<file path="config.mk">
export PLATFORM = sky130hd
export DESIGN_NAME = strict_priority_multi_fifo
export DESIGN_NICKNAME = d
export VERILOG_FILES = /design/src/rtl/core/spmf_pkg.sv /design/src/rtl/core/spmf_ctrl.sv /design/src/rtl/core/spmf_dp.sv /design/src/rtl/core/strict_priority_multi_fifo.sv
export SDC_FILE = /design/constraint.sdc
export NUM_CORES = 1
export LEC_CHECK = 0
export CAP_MARGIN = 0
export CORE_UTILIZATION = 25
export CTS_BUF_LIST = sky130_fd_sc_hd__clkbuf_8 sky130_fd_sc_hd__clkbuf_16
export CTS_CLUSTER_DIAMETER = 80
export DETAILED_ROUTE_END_ITERATION = 12
export DONT_BUFFER_PORTS = 1
export PLACE_DENSITY = 0.46
export REMOVE_ABC_BUFFERS = 1
export SLEW_MARGIN = 20
export SYNTH_ARGS = -nofsm -noshare
export SYNTH_HDL_FRONTEND = slang
export SYNTH_HIERARCHICAL = 1
export SYNTH_SLANG_ARGS = --single-unit
</file>
<file path="constraint.sdc">
create_clock -name i_clk -period 3.6 [get_ports i_clk]
set_input_delay 0.18 -clock i_clk [delete_from_list [all_inputs] [get_ports i_clk]]
set_output_delay 0.18 -clock i_clk [all_outputs]
set_load 0.005 [all_outputs]
</file>
<file path="src/rtl/core/spmf_pkg.sv">
// Shared constants, codes and types of the strict priority multi-level queue.
package spmf_pkg;

    localparam int NUM_LEVELS_DEF  = 3;
    localparam int LEVEL_DEPTH_DEF = 16;

    localparam int OP_W     = 1;
    localparam int LEVEL_W  = 2;
    localparam int DATA_W   = 8;
    localparam int STATUS_W = 2;

    typedef enum logic [OP_W-1:0] {
        OP_ENQ = 1'b0,
        OP_DEQ = 1'b1
    } t_op;

    typedef enum logic [STATUS_W-1:0] {
        ST_OK    = 2'd0,
        ST_FULL  = 2'd1,
        ST_EMPTY = 2'd2
    } t_status;

    // Commands from the controller to the datapath
    typedef struct packed {
        logic take;      // latch the accepted item
        logic exec;      // run the enqueue or dequeue
        logic load_out;  // move the result into the output register
    } t_cmd;

endpackage

</file>
<file path="src/rtl/core/spmf_ctrl.sv">
// Controller state machine: input/output handshakes and datapath sequencing.
module spmf_ctrl (
    input  logic          i_clk,
    input  logic          i_rst_n,
    input  logic          i_in_valid,
    output logic          o_in_ready,
    output logic          o_out_valid,
    input  logic          i_out_ready,
    output spmf_pkg::t_cmd o_cmd
);

    typedef enum logic [2:0] {
        S_IDLE = 3'b001,
        S_EXEC = 3'b010,
        S_LOAD = 3'b100
    } t_state;

    t_state r_state, n_state;
    logic   r_out_valid, n_out_valid;
    logic   load_ok;

    assign load_ok = (r_state == S_LOAD) && (!r_out_valid || i_out_ready);

    always_comb begin
        n_state = r_state;
        unique case (r_state)
            S_IDLE: begin
                if (i_in_valid) begin
                    n_state = S_EXEC;
                end
            end
            S_EXEC: begin
                n_state = S_LOAD;
            end
            S_LOAD: begin
                if (load_ok) begin
                    n_state = S_IDLE;
                end
            end
            default: begin
                n_state = S_IDLE;
            end
        endcase
    end

    always_comb begin
        n_out_valid = r_out_valid;
        if (load_ok) begin
            n_out_valid = 1'b1;
        end else if (r_out_valid && i_out_ready) begin
            n_out_valid = 1'b0;
        end
    end

    always_ff @(posedge i_clk) begin
        if (!i_rst_n) begin
            r_state     <= S_IDLE;
            r_out_valid <= 1'b0;
        end else begin
            r_state     <= n_state;
            r_out_valid <= n_out_valid;
        end
    end

    assign o_in_ready     = (r_state == S_IDLE);
    assign o_out_valid    = r_out_valid;
    assign o_cmd.take     = (r_state == S_IDLE) && i_in_valid;
    assign o_cmd.exec     = (r_state == S_EXEC);
    assign o_cmd.load_out = load_ok;

endmodule

</file>
<file path="src/rtl/core/spmf_dp.sv">
// Datapath: item register, per-level pointers and counts, byte storage, result register.
module spmf_dp #(
    parameter int NUM_LEVELS  = spmf_pkg::NUM_LEVELS_DEF,
    parameter int LEVEL_DEPTH = spmf_pkg::LEVEL_DEPTH_DEF
) (
    input  logic                          i_clk,
    input  logic                          i_rst_n,
    input  spmf_pkg::t_cmd                i_cmd,
    input  logic [spmf_pkg::OP_W-1:0]     i_op,
    input  logic [spmf_pkg::LEVEL_W-1:0]  i_level,
    input  logic [spmf_pkg::DATA_W-1:0]   i_data_in,
    output logic [spmf_pkg::DATA_W-1:0]   o_data_out,
    output logic [spmf_pkg::LEVEL_W-1:0]  o_served_level,
    output logic [spmf_pkg::STATUS_W-1:0] o_status
);

    localparam int LW = $clog2(NUM_LEVELS);
    localparam int PW = $clog2(LEVEL_DEPTH);
    localparam int CW = $clog2(LEVEL_DEPTH + 1);

    // Accepted item
    logic [spmf_pkg::OP_W-1:0]     r_op;
    logic [spmf_pkg::LEVEL_W-1:0]  r_level;
    logic [spmf_pkg::DATA_W-1:0]   r_data;

    // Per-level FIFO control
    logic [PW-1:0] r_head  [NUM_LEVELS];
    logic [PW-1:0] r_tail  [NUM_LEVELS];
    logic [CW-1:0] r_count [NUM_LEVELS];

    logic [spmf_pkg::DATA_W-1:0] mem [NUM_LEVELS][LEVEL_DEPTH];
    logic [spmf_pkg::DATA_W-1:0] r_rd_data;

    // Result of the executed item
    logic                          r_res_rd;
    logic [spmf_pkg::LEVEL_W-1:0]  r_res_level;
    spmf_pkg::t_status             r_res_status;

    logic [spmf_pkg::DATA_W-1:0]   r_data_out;
    logic [spmf_pkg::LEVEL_W-1:0]  r_served_level;
    spmf_pkg::t_status             r_status;

    logic [LW-1:0] lvl_idx;
    logic          lvl_ok;
    logic          enq_full;
    logic          is_deq;
    logic          do_wr;
    logic          do_rd;
    logic          found;
    logic [LW-1:0] pick;

    assign is_deq   = (r_op == spmf_pkg::OP_DEQ);
    assign lvl_idx  = LW'(r_level);
    assign lvl_ok   = (32'(r_level) < NUM_LEVELS);
    assign enq_full = !lvl_ok || (r_count[lvl_idx] == CW'(LEVEL_DEPTH));
    assign do_wr    = i_cmd.exec && !is_deq && !enq_full;
    assign do_rd    = i_cmd.exec && is_deq && found;

    // Lowest-numbered non-empty level wins
    always_comb begin
        found = 1'b0;
        pick  = '0;
        for (int k = NUM_LEVELS - 1; k >= 0; k--) begin
            if (r_count[k] != '0) begin
                found = 1'b1;
                pick  = LW'(k);
            end
        end
    end

    always_ff @(posedge i_clk) begin
        if (i_cmd.take) begin
            r_op    <= i_op;
            r_level <= i_level;
            r_data  <= i_data_in;
        end
    end

    always_ff @(posedge i_clk) begin
        if (!i_rst_n) begin
            for (int k = 0; k < NUM_LEVELS; k++) begin
                r_head[k]  <= '0;
                r_tail[k]  <= '0;
                r_count[k] <= '0;
            end
        end else begin
            if (do_wr) begin
                r_tail[lvl_idx]  <= (r_tail[lvl_idx] == PW'(LEVEL_DEPTH - 1)) ? '0
                                    : r_tail[lvl_idx] + 1'b1;
                r_count[lvl_idx] <= r_count[lvl_idx] + 1'b1;
            end
            if (do_rd) begin
                r_head[pick]  <= (r_head[pick] == PW'(LEVEL_DEPTH - 1)) ? '0
                                 : r_head[pick] + 1'b1;
                r_count[pick] <= r_count[pick] - 1'b1;
            end
        end
    end

    // Byte storage: one write port, one registered read port
    always_ff @(posedge i_clk) begin
        if (do_wr) begin
            mem[lvl_idx][r_tail[lvl_idx]] <= r_data;
        end
        if (do_rd) begin
            r_rd_data <= mem[pick][r_head[pick]];
        end
    end

    always_ff @(posedge i_clk) begin
        if (i_cmd.exec) begin
            r_res_rd <= is_deq && found;
            if (!is_deq) begin
                r_res_level  <= r_level;
                r_res_status <= enq_full ? spmf_pkg::ST_FULL : spmf_pkg::ST_OK;
            end else begin
                r_res_level  <= found ? spmf_pkg::LEVEL_W'(pick) : '0;
                r_res_status <= found ? spmf_pkg::ST_OK : spmf_pkg::ST_EMPTY;
            end
        end
    end

    always_ff @(posedge i_clk) begin
        if (i_cmd.load_out) begin
            r_data_out     <= r_res_rd ? r_rd_data : '0;
            r_served_level <= r_res_level;
            r_status       <= r_res_status;
        end
    end

    assign o_data_out     = r_data_out;
    assign o_served_level = r_served_level;
    assign o_status       = r_status;

endmodule

</file>
<file path="src/rtl/core/strict_priority_multi_fifo.sv">
// Top level of the strict priority multi-level byte queue.
// A result is presented once its item has passed the execute and load-result states.
// A new item is taken only in the idle state, so the block does not accept one until the
//   previous item has been executed and its result loaded, which waits on a full output.
// A finished result waits in the output register while the next item is taken.
// Reset (synchronous, active low) empties every level; storage is not cleared.
module strict_priority_multi_fifo #(
    parameter int NUM_LEVELS  = spmf_pkg::NUM_LEVELS_DEF,
    parameter int LEVEL_DEPTH = spmf_pkg::LEVEL_DEPTH_DEF
) (
    input  logic                          i_clk,
    input  logic                          i_rst_n,
    input  logic                          i_in_valid,
    output logic                          o_in_ready,
    input  logic [spmf_pkg::OP_W-1:0]     i_op,
    input  logic [spmf_pkg::LEVEL_W-1:0]  i_level,
    input  logic [spmf_pkg::DATA_W-1:0]   i_data_in,
    output logic                          o_out_valid,
    input  logic                          i_out_ready,
    output logic [spmf_pkg::DATA_W-1:0]   o_data_out,
    output logic [spmf_pkg::LEVEL_W-1:0]  o_served_level,
    output logic [spmf_pkg::STATUS_W-1:0] o_status
);

    spmf_pkg::t_cmd cmd;

    spmf_ctrl u_ctrl (
        .i_clk       (i_clk),
        .i_rst_n     (i_rst_n),
        .i_in_valid  (i_in_valid),
        .o_in_ready  (o_in_ready),
        .o_out_valid (o_out_valid),
        .i_out_ready (i_out_ready),
        .o_cmd       (cmd)
    );

    spmf_dp #(
        .NUM_LEVELS  (NUM_LEVELS),
        .LEVEL_DEPTH (LEVEL_DEPTH)
    ) u_dp (
        .i_clk          (i_clk),
        .i_rst_n        (i_rst_n),
        .i_cmd          (cmd),
        .i_op           (i_op),
        .i_level        (i_level),
        .i_data_in      (i_data_in),
        .o_data_out     (o_data_out),
        .o_served_level (o_served_level),
        .o_status       (o_status)
    );

endmodule
</file>
==> results of run 1 <==
==> layout by cell type, fill, tap and decap left out, types with 23 or more instances in the layout <==
cell / synthesis / layout
sky130_fd_sc_hd__o211ai_1: 32 / 32
sky130_fd_sc_hd__a21oi_1: 39 / 39
sky130_fd_sc_hd__clkbuf_16: 0 / 58
sky130_fd_sc_hd__mux2i_1: 53 / 53
sky130_fd_sc_hd__edfxtp_1: 468 / 468
sky130_fd_sc_hd__nand3_1: 69 / 69
sky130_fd_sc_hd__nand2_1: 169 / 168
sky130_fd_sc_hd__buf_4: 5 / 116
sky130_fd_sc_hd__a31oi_1: 29 / 29
sky130_fd_sc_hd__nor2_1: 123 / 121
sky130_fd_sc_hd__o21ai_0: 23 / 23
sky130_fd_sc_hd__inv_1: 28 / 41
==> registers in the layout (all words and copies together) (netlist names), 3 cells and up, named ones only <==
name	flops
u_dp/o_data_out	8
u_dp/r_tail	16
u_dp/mem	384
u_dp/r_rd_data	8
u_dp/r_data	8
u_ctrl/r_state	3
u_dp/r_count	20
u_dp/r_head	12
==> routing by layer <==
layer,up-vias,GRT usage,wire [um]
met5,-,0,0
met4,0,0.0521,1920
met3,112,0.0286,3550
met2,382,0.235,27100
met1,6299,0.196,25500
li1,5572,-,-
==> power by group <==
group	leakage, nW	switching [mW]	internal [mW]
Sequential	4.32	0.0375	6.14
Combinational	2.88	0.600	0.290
Clock	0.940	2.19	3.31
Total	8.14	2.83	9.74
==> worst paths after layout <==
check | cells after the start | to | slack, ns
max | 11 | u_dp/r_rd_data[5]$_DFFE_PN_ | 0.23
min | 2 | u_dp/r_head[1][1]$_SDFFCE_PN0P_ | 0.04
max reg2reg | 11 | u_dp/r_rd_data[5]$_DFFE_PN_ | 0.23
min reg2reg | 0 | u_dp/o_served_level[0]$_DFFE_PP_ | 0.43
==> what timing repair did <==
| action | CTS | global route |
|---|---|---|
| hold buffers | 15 | 0 |
| gates resized for setup | 0 | 1 |
| hold endpoints to repair | 67 | 0 |
| buffers inserted | 0 | 0 |
| endpoints found under the setup margin | 0 | 1 |
==> layout make-up <==
type / instances / area (um2) / share of cell area
clock buffers: 61 / 1490 / 0.0627
clock inverters: 41 / 313 / 0.0131
inverters: 30 / 113 / 0.00473
multi-input cells: 807 / 5100 / 0.214
flip-flops and latches: 474 / 14200 / 0.595
well taps: 1040 / 1300 / 0.0547
repair buffers: 146 / 1310 / 0.0552
==> logic make-up (layout without fill, tap and decap cells) <==
| logic type | count (synthesis) | in the layout | synth area share |
|---|---|---|---|
| other | 1 | 9 | 0.000190 |
| xor gates and xnor gates | 8 | 8 | 0.00355 |
| AOI/OAI and AO/OA | 253 | 253 | 0.0957 |
| DFF | 474 | 474 | 0.719 |
| adders and majority gates | 8 | 8 | 0.00508 |
| buffers and inverters | 119 | 278 | 0.0262 |
| muxes | 82 | 82 | 0.0490 |
| and+or+nand+nor | 447 | 447 | 0.102 |
==> critical path: cells and delay by family, from the launching register on <==
kind,cells,cell delay [ns]
AOI/OAI and AO/OA,3,0.36
buffers and inverters,3,0.60
DFF,1,0.43
and+or+nand+nor,5,1.72
==> metrics by stage <==
stage | utilization | cells
detailed placement | 0.281 | 2482
global placement | 0.280 | 2478
global route | 0.306 | 2599
CTS | 0.306 | 2599
floorplan | - | 1311
finish | 0.306 | 2599
==> Flow_metrics.wiki, run 1 <==
{| class="wikitable"
! Metric !! Value
|-
| Run status || finished clean
|-
| CP peak stage delay || 0.51 ns
|-
| Most frequent cells after synthesis || sky130_fd_sc_hd__edfxtp_1 (468), sky130_fd_sc_hd__nand2_1 (169), sky130_fd_sc_hd__nor2_1 (123)
|-
| Slowest CP cell || sky130_fd_sc_hd__nor3_2
|-
| Top FF cell, synth || sky130_fd_sc_hd__edfxtp_1
|-
| Number of distinct library cells after synthesis || 78
|-
| Detail-routed via count per cell || 4.76
|-
| Top achievable clock speed || 297 MHz
|-
| Critical path capture point type || flip-flop
|-
| Skew-Pair Late Insertion Delay || 0.61 ns
|-
| Startpoint of the worst setup timing path || u_dp/r_count[1][3]$_SDFFCE_PN0P_
|-
| Routability congestion estimate from global placement || 0.860
|-
| Hold/Removal Path Class || in -> reg
|-
| I/O Buffers || 0
|-
| Total clock sinks || 474
|-
| Share of layout cells above drive strength 1 || 0.177
|-
| Most common cell in the netlist || sky130_fd_sc_hd__edfxtp_1
|-
| Area fraction of the dominant cell type after synthesis || 0.713
|-
| X dimension of the die || 283 um
|-
| Half-perimeter wire length after placement || 38.6 mm
|-
| Transition time at the pin with the least slew margin || 1.10 ns
|-
| Skew final || 0.0341 ns
|-
| Mapped Avg Cell Area || 14.2 um2
|-
| Share of the yosys chip area belonging to registers || 0.719
|-
| Maximum number of pins on one net before global-route repair || 67
|-
| Biggest area consumer among synthesized cells || sky130_fd_sc_hd__edfxtp_1
|-
| Max_slew headroom || 0.264
|-
| Number of H-tree levels || 2
|-
| Hold violation count in the final report || 0
|-
| Largest driver fanout on the critical path || 25
|-
| # fillers || 7727
|-
| DRC errors left || 0
|-
| Number of I/O pins || 29
|-
| Total routing usage reported by global routing || 0.146
|-
| Drt first pass iters || 5
|-
| Global route total overflow || 0
|-
| Hold Crit Start || i_rst_n
|-
| Most numerous cell on the critical path || sky130_fd_sc_hd__buf_4
|-
| Floorplan row count || 102
|-
| Fin. max-slew vios || 0
|-
| Average wire length per cell after detail routing || 22.3 um
|-
| RSZ-0062 raised after global routing || false
|-
| Total of warnings raised by yosys || 6
|-
| Maximum capacitance violations || 0
|-
| Initial Utilization || 0.254
|-
| Required time of the worst setup path || 3.96 ns
|-
| Power Total || 12.6 mW
|-
| Initial detailed-routing violation count || 969
|-
| Category of the worst setup path launch point || flip-flop
|-
| Buffer cell driving the clock tree root || sky130_fd_sc_hd__clkbuf_16
|-
| Crit Reg-Reg Startpoint || u_dp/r_count[1][3]$_SDFFCE_PN0P_
|-
| Vert. Die Dim || 283 um
|-
| Synthesis-stage register bit count || 474
|-
| Total routed wirelength || 58.1 mm
|-
| Standard cell core area || 77700 um2
|-
| Final period util || 0.935
|-
| Final-stage net count || 1536
|-
| Number of nets with antenna violations after routing || 0
|-
| Worst Setup Slack post-DPL || 0.0368 ns
|-
| Total non-filler cell area in the finished layout || 23800 um2
|-
| Clock tree buffer depth || 3
|-
| Total via count after detailed routing || 12.4k
|-
| Final worst slack || 0.234 ns
|-
| Number of enable-type register cells in the synthesized netlist || 468
|-
| Clock tree from TritonCTS || built
|-
| Wire length of the first global-routing pass || 84.9 mm
|-
| Die area || 80000 um2
|-
| Layout-stage area growth over the synthesis result || 20.7%
|-
| Worst IR Drop VDD || 0.293 mV
|-
| Final min period || 3.37 ns
|-
| Fraction of synthesis flops using an asynchronous set or reset pin || 0
|-
| Classification of the worst setup path || reg -> reg
|-
| Post-Place Cell Area || 21800 um2
|-
| Data arrival time of the critical path || 3.73 ns
|-
| Post-synth design cell area || 19700 um2
|-
| Total of endpoints with negative setup slack in the final report || 0
|-
| Antenna diode count || 0
|-
| Setup TNS || 0 ns
|-
| Power density cells || 528 nW/um2
|-
| Leakage dissipation || 8.14 nW
|-
| Instance count of the mapped netlist || 1392
|-
| Number of buffers added by the clock tree synthesis step || 54
|-
| Main area contributors after synthesis || sky130_fd_sc_hd__edfxtp_1 (71%), sky130_fd_sc_hd__nand2_1 (3.2%), sky130_fd_sc_hd__mux2i_1 (2.7%)
|-
| Worst-path cell chain || nor3_2 > nand4_1 > nand2_1 > buf_4 > a221oi_2 > buf_12 > nor2_1 > nand3_1 > o311ai_1 > buf_4 > o22ai_1
|-
| Worst hold-check slack || 0.0448 ns
|-
| Via count of the first global-routing pass || 12.3k
|-
| Antenna violations before repair || 1
|-
| Clock transition at the registers of the reported paths || 0.06 ns
|}
Power figures use the tool's default switching activity.
==> inputs of run 2 (changes only) <==
- SYNTH_HIERARCHICAL: 1 -> not set
==> run 2 against run 1 <==
Flip-flop and latch count did not move. Worst hold slack worse by 0.0074 ns. First-iteration DRC count up 8.9%. Largest cell class unchanged. Sequential power is essentially flat. Via count decreased by 6.4%. Largest power group unchanged. Power is 5.6% lower.
==> Flow_metrics.wiki, run 2 <==
{| class="wikitable"
! Metric !! Value
|-
| Total of endpoints with negative setup slack in the final report || 0
|-
| Most frequent cells in the layout || sky130_fd_sc_hd__edfxtp_1 (468), sky130_fd_sc_hd__nand2_1 (136), sky130_fd_sc_hd__buf_4 (108)
|-
| # fillers || 7620
|-
| Number of H-tree levels || 2
|-
| Clock transition at the registers of the reported paths || 0.06 ns
|-
| Total routed wirelength || 55.6 mm
|-
| Half-perimeter wire length after placement || 36.5 mm
|-
| Most frequent cells after synthesis || sky130_fd_sc_hd__edfxtp_1 (468), sky130_fd_sc_hd__nand2_1 (136), sky130_fd_sc_hd__nor2_1 (103)
|-
| Startpoint of the worst setup timing path || u_dp.r_count[1][1]$_SDFFCE_PN0P_
|-
| RSZ-0062 raised after global routing || false
|-
| Hold/Removal Path Class || in -> reg
|-
| Number of buffers added by the clock tree synthesis step || 49
|-
| Skew-Pair Late Insertion Delay || 0.60 ns
|-
| Commonest non-fill, non-tap cell in the layout || sky130_fd_sc_hd__edfxtp_1
|-
| Total area of multi-input combinational cells || 4780 um2
|-
| Layout-stage area growth over the synthesis result || 18.8%
|-
| Antenna violations before repair || 1
|-
| Number of nets with antenna violations after routing || 0
|-
| Final worst slack || 0.0486 ns
|-
| Post-synth design cell area || 19300 um2
|-
| Critical path capture point type || flip-flop
|-
| Number of buffers added for setup after CTS || 0
|-
| CP peak stage delay || 1.00 ns
|-
| Cell class contributing the biggest share of worst-path delay || simple AND/OR/NAND/NOR gates
|-
| Final-stage net count || 1414
|-
| DRC errors left || 0
|-
| Worst-path cell chain || or3_1 > nor2_2 > buf_4 > nand2_1 > buf_4 > nor2_1 > a31oi_1 > a2111oi_0 > or4_1 > o22ai_1
|-
| Number of distinct library cells after synthesis || 72
|-
| Die area || 78400 um2
|-
| Number of enable-type register cells in the synthesized netlist || 468
|-
| End point of the critical path || u_dp.r_rd_data[3]$_DFFE_PN_
|-
| Power density cells || 517 nW/um2
|-
| Floorplan row count || 101
|-
| Number of I/O pins || 29
|-
| Clock tree from TritonCTS || built
|-
| I/O Buffers || 0
|-
| Maximum capacitance violations || 0
|-
| Most common cell in the netlist || sky130_fd_sc_hd__edfxtp_1
|-
| Global route total overflow || 0
|-
| Via count of the first global-routing pass || 11.6k
|-
| Wire length of the first global-routing pass || 81.2 mm
|-
| Drt first pass iters || 5
|-
| Antenna diode count || 0
|-
| Category of the worst setup path launch point || flip-flop
|-
| Synthesis-stage register bit count || 474
|-
| Slowest CP cell || sky130_fd_sc_hd__a2111oi_0
|-
| Total of warnings raised by yosys || 0
|-
| Fin. max-slew vios || 0
|-
| Initial Utilization || 0.254
|-
| Destination of the worst register-to-register timing path || u_dp.r_rd_data[3]$_DFFE_PN_
|-
| Detail-routed via count per cell || 4.71
|-
| Clock tree buffer depth || 3
|-
| Vert. Die Dim || 280 um
|-
| Worst IR Drop VDD || 0.320 mV
|-
| Number of flip-flops in the largest register || 384
|-
| Hold violation count in the final report || 0
|-
| Top achievable clock speed || 282 MHz
|-
| Depth of the most critical reg-to-reg path || 10
|-
| Share of layout cells above drive strength 1 || 0.172
|-
| Max_slew headroom || 0.228
|-
| Biggest area consumer among synthesized cells || sky130_fd_sc_hd__edfxtp_1
|-
| Main area contributors after synthesis || sky130_fd_sc_hd__edfxtp_1 (73%), sky130_fd_sc_hd__mux4_2 (3.7%), sky130_fd_sc_hd__nand2_1 (2.6%)
|-
| Instance count on the critical path || 10
|-
| Area fraction of the dominant cell type after synthesis || 0.727
|-
| Share of the yosys chip area belonging to registers || 0.734
|-
| Layout Cells excl Fill || 2455
|-
| Top FF cell, synth || sky130_fd_sc_hd__edfxtp_1
|-
| Routability congestion estimate from global placement || 0.834
|-
| Run status || finished clean
|-
| Average wire length per cell after detail routing || 22.7 um
|-
| Standard cell core area || 76200 um2
|-
| Crit Reg-Reg Startpoint || u_dp.r_count[1][1]$_SDFFCE_PN0P_
|-
| Instance count of the mapped netlist || 1272
|-
| Required time of the worst setup path || 3.93 ns
|-
| Number of buffers and inverters on the critical path || 2
|-
| Mapped Avg Cell Area || 15.2 um2
|-
| Leakage dissipation || 7.54 nW
|-
| Total clock sinks || 474
|-
| Fraction of synthesis flops using an asynchronous set or reset pin || 0
|-
| Most numerous cell on the critical path || sky130_fd_sc_hd__buf_4
|-
| Initial detailed-routing violation count || 1055
|-
| X dimension of the die || 280 um
|-
| Reg2Reg Setup Slack || 0.05 ns
|-
| Transition time at the pin with the least slew margin || 1.13 ns
|-
| Total via count after detailed routing || 11.6k
|-
| Area taken by flip-flops and latches || 14200 um2
|-
| Skew final || 0.0228 ns
|-
| Data arrival time of the critical path || 3.88 ns
|-
| Maximum number of pins on one net before global-route repair || 49
|-
| Buffer cell driving the clock tree root || sky130_fd_sc_hd__clkbuf_16
|-
| Final min period || 3.55 ns
|-
| Classification of the worst setup path || reg -> reg
|-
| Total routing usage reported by global routing || 0.141
|-
| Cell Count Post-Placement || 2354
|-
| Largest driver fanout on the critical path || 11
|-
| Final period util || 0.986
|-
| Worst Setup Slack post-DPL || 0.0931 ns
|}
-- run 2: power breakdown --
part / switching, mW / internal, mW
combinational: 0.549 / 0.254
sequential: 0.0376 / 6.14
clock: 2.08 / 2.80
-- run 2: how the worst min path moves through the flow --
stage | endpoint | slack (ns) | startpoint | depth (start not counted)
finish | u_dp.r_head[0][1]$_SDFFCE_PN0P_ | 0.04 | i_rst_n | 2
global placement | u_ctrl.r_state[0]$_SDFFE_PN1P_ | 0.26 | i_rst_n | 1
detailed placement | u_ctrl.r_state[0]$_SDFFE_PN1P_ | 0.28 | i_rst_n | 1
floorplan | u_ctrl.r_state[0]$_SDFFE_PN1P_ | 0.26 | i_rst_n | 1
global route | u_dp.r_head[0][1]$_SDFFCE_PN0P_ | 0.03 | i_rst_n | 2
CTS | u_dp.r_head[0][1]$_SDFFCE_PN0P_ | 0.01 | i_rst_n | 2
-- run 2: layout make-up --
class / count / area share
Sequential cell: 474 / 0.618
Clock buffer: 51 / 0.0551
Multi-Input combinational cell: 714 / 0.208
Timing Repair Buffer: 131 / 0.0484
Clock inverter: 34 / 0.0111
Inverter: 21 / 0.00354
Tap cell: 1030 / 0.0562
-- run 2: timing repair --
item,CTS,global route
resized for setup,0,1
hold buffers,16,0
setup endpoints to repair,0,1
hold endpoints to repair,60,0
-- run 2: metal layers --
layer | GRT usage | wire (um) | vias to the layer above
met3 | 0.0248 | 3110 | 71
met5 | 0 | 0 | -
met2 | 0.224 | 25800 | 319
li1 | - | - | 5189
met4 | 0.0273 | 896 | 0
met1 | 0.203 | 25800 | 5993
-- run 2: cell families (layout without fill, tap and decap cells) --
kind of cell,after synthesis,after routing,synth area share
mux,82,82,0.0635
flops,474,474,0.734
buf+inv,92,237,0.0212
simple gates,386,386,0.0911
other cells,1,9,0.000194
compound gates,221,221,0.0817
fa+ha+maj,8,8,0.00518
xor+xnor,8,8,0.00363
-- run 2: per-stage QoR --
stage	area, um2	utilization	total power [mW]	hold slack, ns	TNS [ns]
6_report	22900	0.301	11.9	0.0374	0
5_1_grt	22900	0.301	12.2	0.0348	0
4_1_cts	22900	0.301	12.0	0.0103	0
3_5_place_dp	21300	0.279	7.08	0.277	0
3_3_place_gp	21300	0.279	7.08	0.262	0
2_1_floorplan	19000	-	6.72	0.256	-52.63
==> inputs of run 3 (changes only) <==
- CORE_UTILIZATION: 25 -> 60
- PLACE_DENSITY: 0.46 -> 0.84
- SLEW_MARGIN: 20 -> not set
==> run 3 against run 2 <==
Register-to-register slack improved by 0.13 ns. Global-route usage increased by 15 points. Fmax grew 3.7%. Via count rose by 4.6%. Clock-buffer cell count decreased by 3. Final cell count is 27% lower. Routed wire length shrank 14%. Utilization up 39 points. Combinational power fell by 6.0%. Critical path type unchanged. Critical endpoint is now u_dp.r_rd_data[7]$_DFFE_PN_. Largest cell class unchanged.
==> Flow_metrics.wiki, run 3 (synthesis gave the netlist of run 2 again) <==
{| class="wikitable"
! Metric !! Value
|-
| Routability congestion estimate from global placement || 0.941
|-
| Seq pwr share || 0.546
|-
| Final period util || 0.951
|-
| Relative contribution of combinational cells to total power || 0.067
|-
| # fillers || 1916
|-
| Antenna violations before repair || 0
|-
| Number of nets with antenna violations after routing || 0
|-
| Layout-stage area growth over the synthesis result || 12.5%
|-
| Internal power summed over all cells || 8.83 mW
|-
| Clock tree from TritonCTS || built
|-
| X dimension of the die || 181 um
|-
| Clock transition at the registers of the reported paths || 0.07 ns
|-
| Detail-routed via count per cell || 6.76
|-
| Average wire length per cell after detail routing || 26.7 um
|-
| Category of the worst setup path launch point || flip-flop
|-
| Drt first pass iters || 6
|-
| Net Sw Frac || 0.218
|-
| Hold violation count in the final report || 0
|-
| Maximum capacitance violations || 0
|-
| Run status || finished clean
|-
| Core utilization of the finished layout || 0.687
|-
| Antenna diode count || 0
|-
| Most frequent cells in the layout || sky130_fd_sc_hd__edfxtp_1 (468), sky130_fd_sc_hd__nand2_1 (136), sky130_fd_sc_hd__nor2_1 (102)
|-
| Worst IR Drop VDD || 0.312 mV
|-
| Largest driver fanout on the critical path || 74
|-
| Die area || 32900 um2
|-
| I/O Buffers || 0
|-
| Total routing usage reported by global routing || 0.294
|-
| DRC errors left || 0
|-
| Global route total overflow || 0
|-
| Number of flip-flops in the largest register || 384
|-
| Worst Setup Slack post-DPL || 0.280 ns
|-
| Clock tree buffer depth || 3
|-
| Data arrival time of the critical path || 3.68 ns
|-
| Required time of the worst setup path || 3.85 ns
|-
| Buffer cell driving the clock tree root || sky130_fd_sc_hd__clkbuf_16
|-
| Initial Utilization || 0.611
|-
| Number of H-tree levels || 2
|-
| Total routed wirelength || 47.8 mm
|-
| Total via count after detailed routing || 12.1k
|-
| Max_slew headroom || 0.384
|-
| Total of endpoints with negative setup slack in the final report || 0
|-
| Skew-Pair Late Insertion Delay || 0.55 ns
|-
| Vert. Die Dim || 181 um
|-
| Total clock sinks || 474
|-
| Final min period || 3.42 ns
|-
| Leakage dissipation || 7.29 nW
|-
| Final worst slack || 0.176 ns
|-
| Via count of the first global-routing pass || 11.9k
|-
| Final-stage net count || 1384
|-
| Hold/Removal Path Class || in -> reg
|-
| Top achievable clock speed || 292 MHz
|-
| Number of buffers added by the clock tree synthesis step || 45
|-
| Area taken by flip-flops and latches || 14200 um2
|-
| Initial detailed-routing violation count || 1790
|-
| Classification of the worst setup path || reg -> reg
|-
| Commonest non-fill, non-tap cell in the layout || sky130_fd_sc_hd__edfxtp_1
|-
| Fin. max-slew vios || 0
|-
| Switching power total || 2.46 mW
|-
| Clock share of power || 0.387
|-
| Standard cell core area || 31600 um2
|-
| Transition time at the pin with the least slew margin || 0.924 ns
|-
| Critical path capture point type || flip-flop
|-
| Power density cells || 520 nW/um2
|-
| Floorplan row count || 65
|-
| Power Total || 11.3 mW
|-
| Wire length of the first global-routing pass || 71.4 mm
|-
| Number of I/O pins || 29
|-
| RSZ-0062 raised after global routing || false
|-
| Share of layout cells above drive strength 1 || 0.153
|-
| Total area of multi-input combinational cells || 4770 um2
|-
| Maximum number of pins on one net before global-route repair || 75
|-
| Skew final || 0.0204 ns
|-
| Half-perimeter wire length after placement || 30.7 mm
|}
==> run 3: changes by cell type in the layout (fill, tap and decap cells not counted), moves of 2 or more <==
cell and change:
sky130_fd_sc_hd__bufinv_16 -2, sky130_fd_sc_hd__inv_1 -7, sky130_fd_sc_hd__clkinv_2 -2, sky130_fd_sc_hd__clkbuf_16 -5, sky130_fd_sc_hd__dlygate4sd3_1 -2, sky130_fd_sc_hd__buf_4 -20
sky130_fd_sc_hd__clkinv_1 +2, sky130_fd_sc_hd__buf_12 -4, sky130_fd_sc_hd__clkbuf_8 +2
==> run 3: final timing paths <==
check	startpoint	endpoint	depth (start not counted)	slack (ns)
worst max-delay path	u_dp.r_count[1][0]$_SDFFCE_PN0P_	u_dp.r_rd_data[7]$_DFFE_PN_	9	0.18
worst min-delay path	i_rst_n	u_dp.r_head[1][0]$_SDFFCE_PN0P_	1	0.05
worst max register to register	u_dp.r_count[1][0]$_SDFFCE_PN0P_	u_dp.r_rd_data[7]$_DFFE_PN_	9	0.18
worst min register to register	u_dp.r_res_status[1]$_SDFFCE_PN0N_	u_dp.o_status[1]$_DFFE_PP_	0	0.42
==> run 3: cell type report <==
type,count,share of cell area
Sequential cell,474,0.652
Inverter,21,0.00374
Clock buffer,48,0.0537
Timing Repair Buffer,105,0.0396
Clock inverter,27,0.00812
Tap cell,402,0.0231
Multi-Input combinational cell,714,0.219
==> run 3: metal layers <==
metal,up-vias,global-route usage,share of wire
met1,5808,0.395,0.36
met3,173,0.0544,0.12
li1,5107,-,-
met2,1019,0.468,0.47
met4,0,0.146,0.055
met5,-,0,0
==> run 3: stage by stage <==
step           hold WS (ns)  instance area, um2  setup TNS, ns  instances
2_1_floorplan         0.256               19000         -52.63       1209
3_3_place_gp          0.264               20200              0       1702
3_5_place_dp          0.271               20200              0       1702
4_1_cts              0.0440               21700              0       1791
5_1_grt              0.0644               21700              0       1791
6_report             0.0541               21700              0       1791
==> run 3: what timing repair did <==
item / CTS / global route
buffers inserted: 0 / 0
setup endpoints to repair: 0 / 0
hold endpoints to repair: 51 / 0
gates resized for setup: 0 / 0
hold buffers: 14 / 0
==> run 3: worst max-delay path: stages, from the launching register on <==
cell	delay (ns)
sky130_fd_sc_hd__edfxtp_1	0.47
sky130_fd_sc_hd__or3_1	0.44
sky130_fd_sc_hd__o211ai_1	0.37
sky130_fd_sc_hd__buf_12	0.40
sky130_fd_sc_hd__nor2_1	0.22
sky130_fd_sc_hd__a211o_1	0.33
sky130_fd_sc_hd__nand3_1	0.08
sky130_fd_sc_hd__o2111ai_1	0.19
sky130_fd_sc_hd__a22oi_1	0.41
sky130_fd_sc_hd__o32ai_1	0.17
==> run 3: power by group through the flow <==
stage	Clock (mW)	Sequential, mW	Combinational, mW
2_1_floorplan	0	6.32	0.394
3_3_place_gp	0	6.28	0.697
3_5_place_dp	0	6.29	0.717
4_1_cts	4.38	6.17	0.739
5_1_grt	4.59	6.17	0.799
6_report	4.37	6.17	0.756
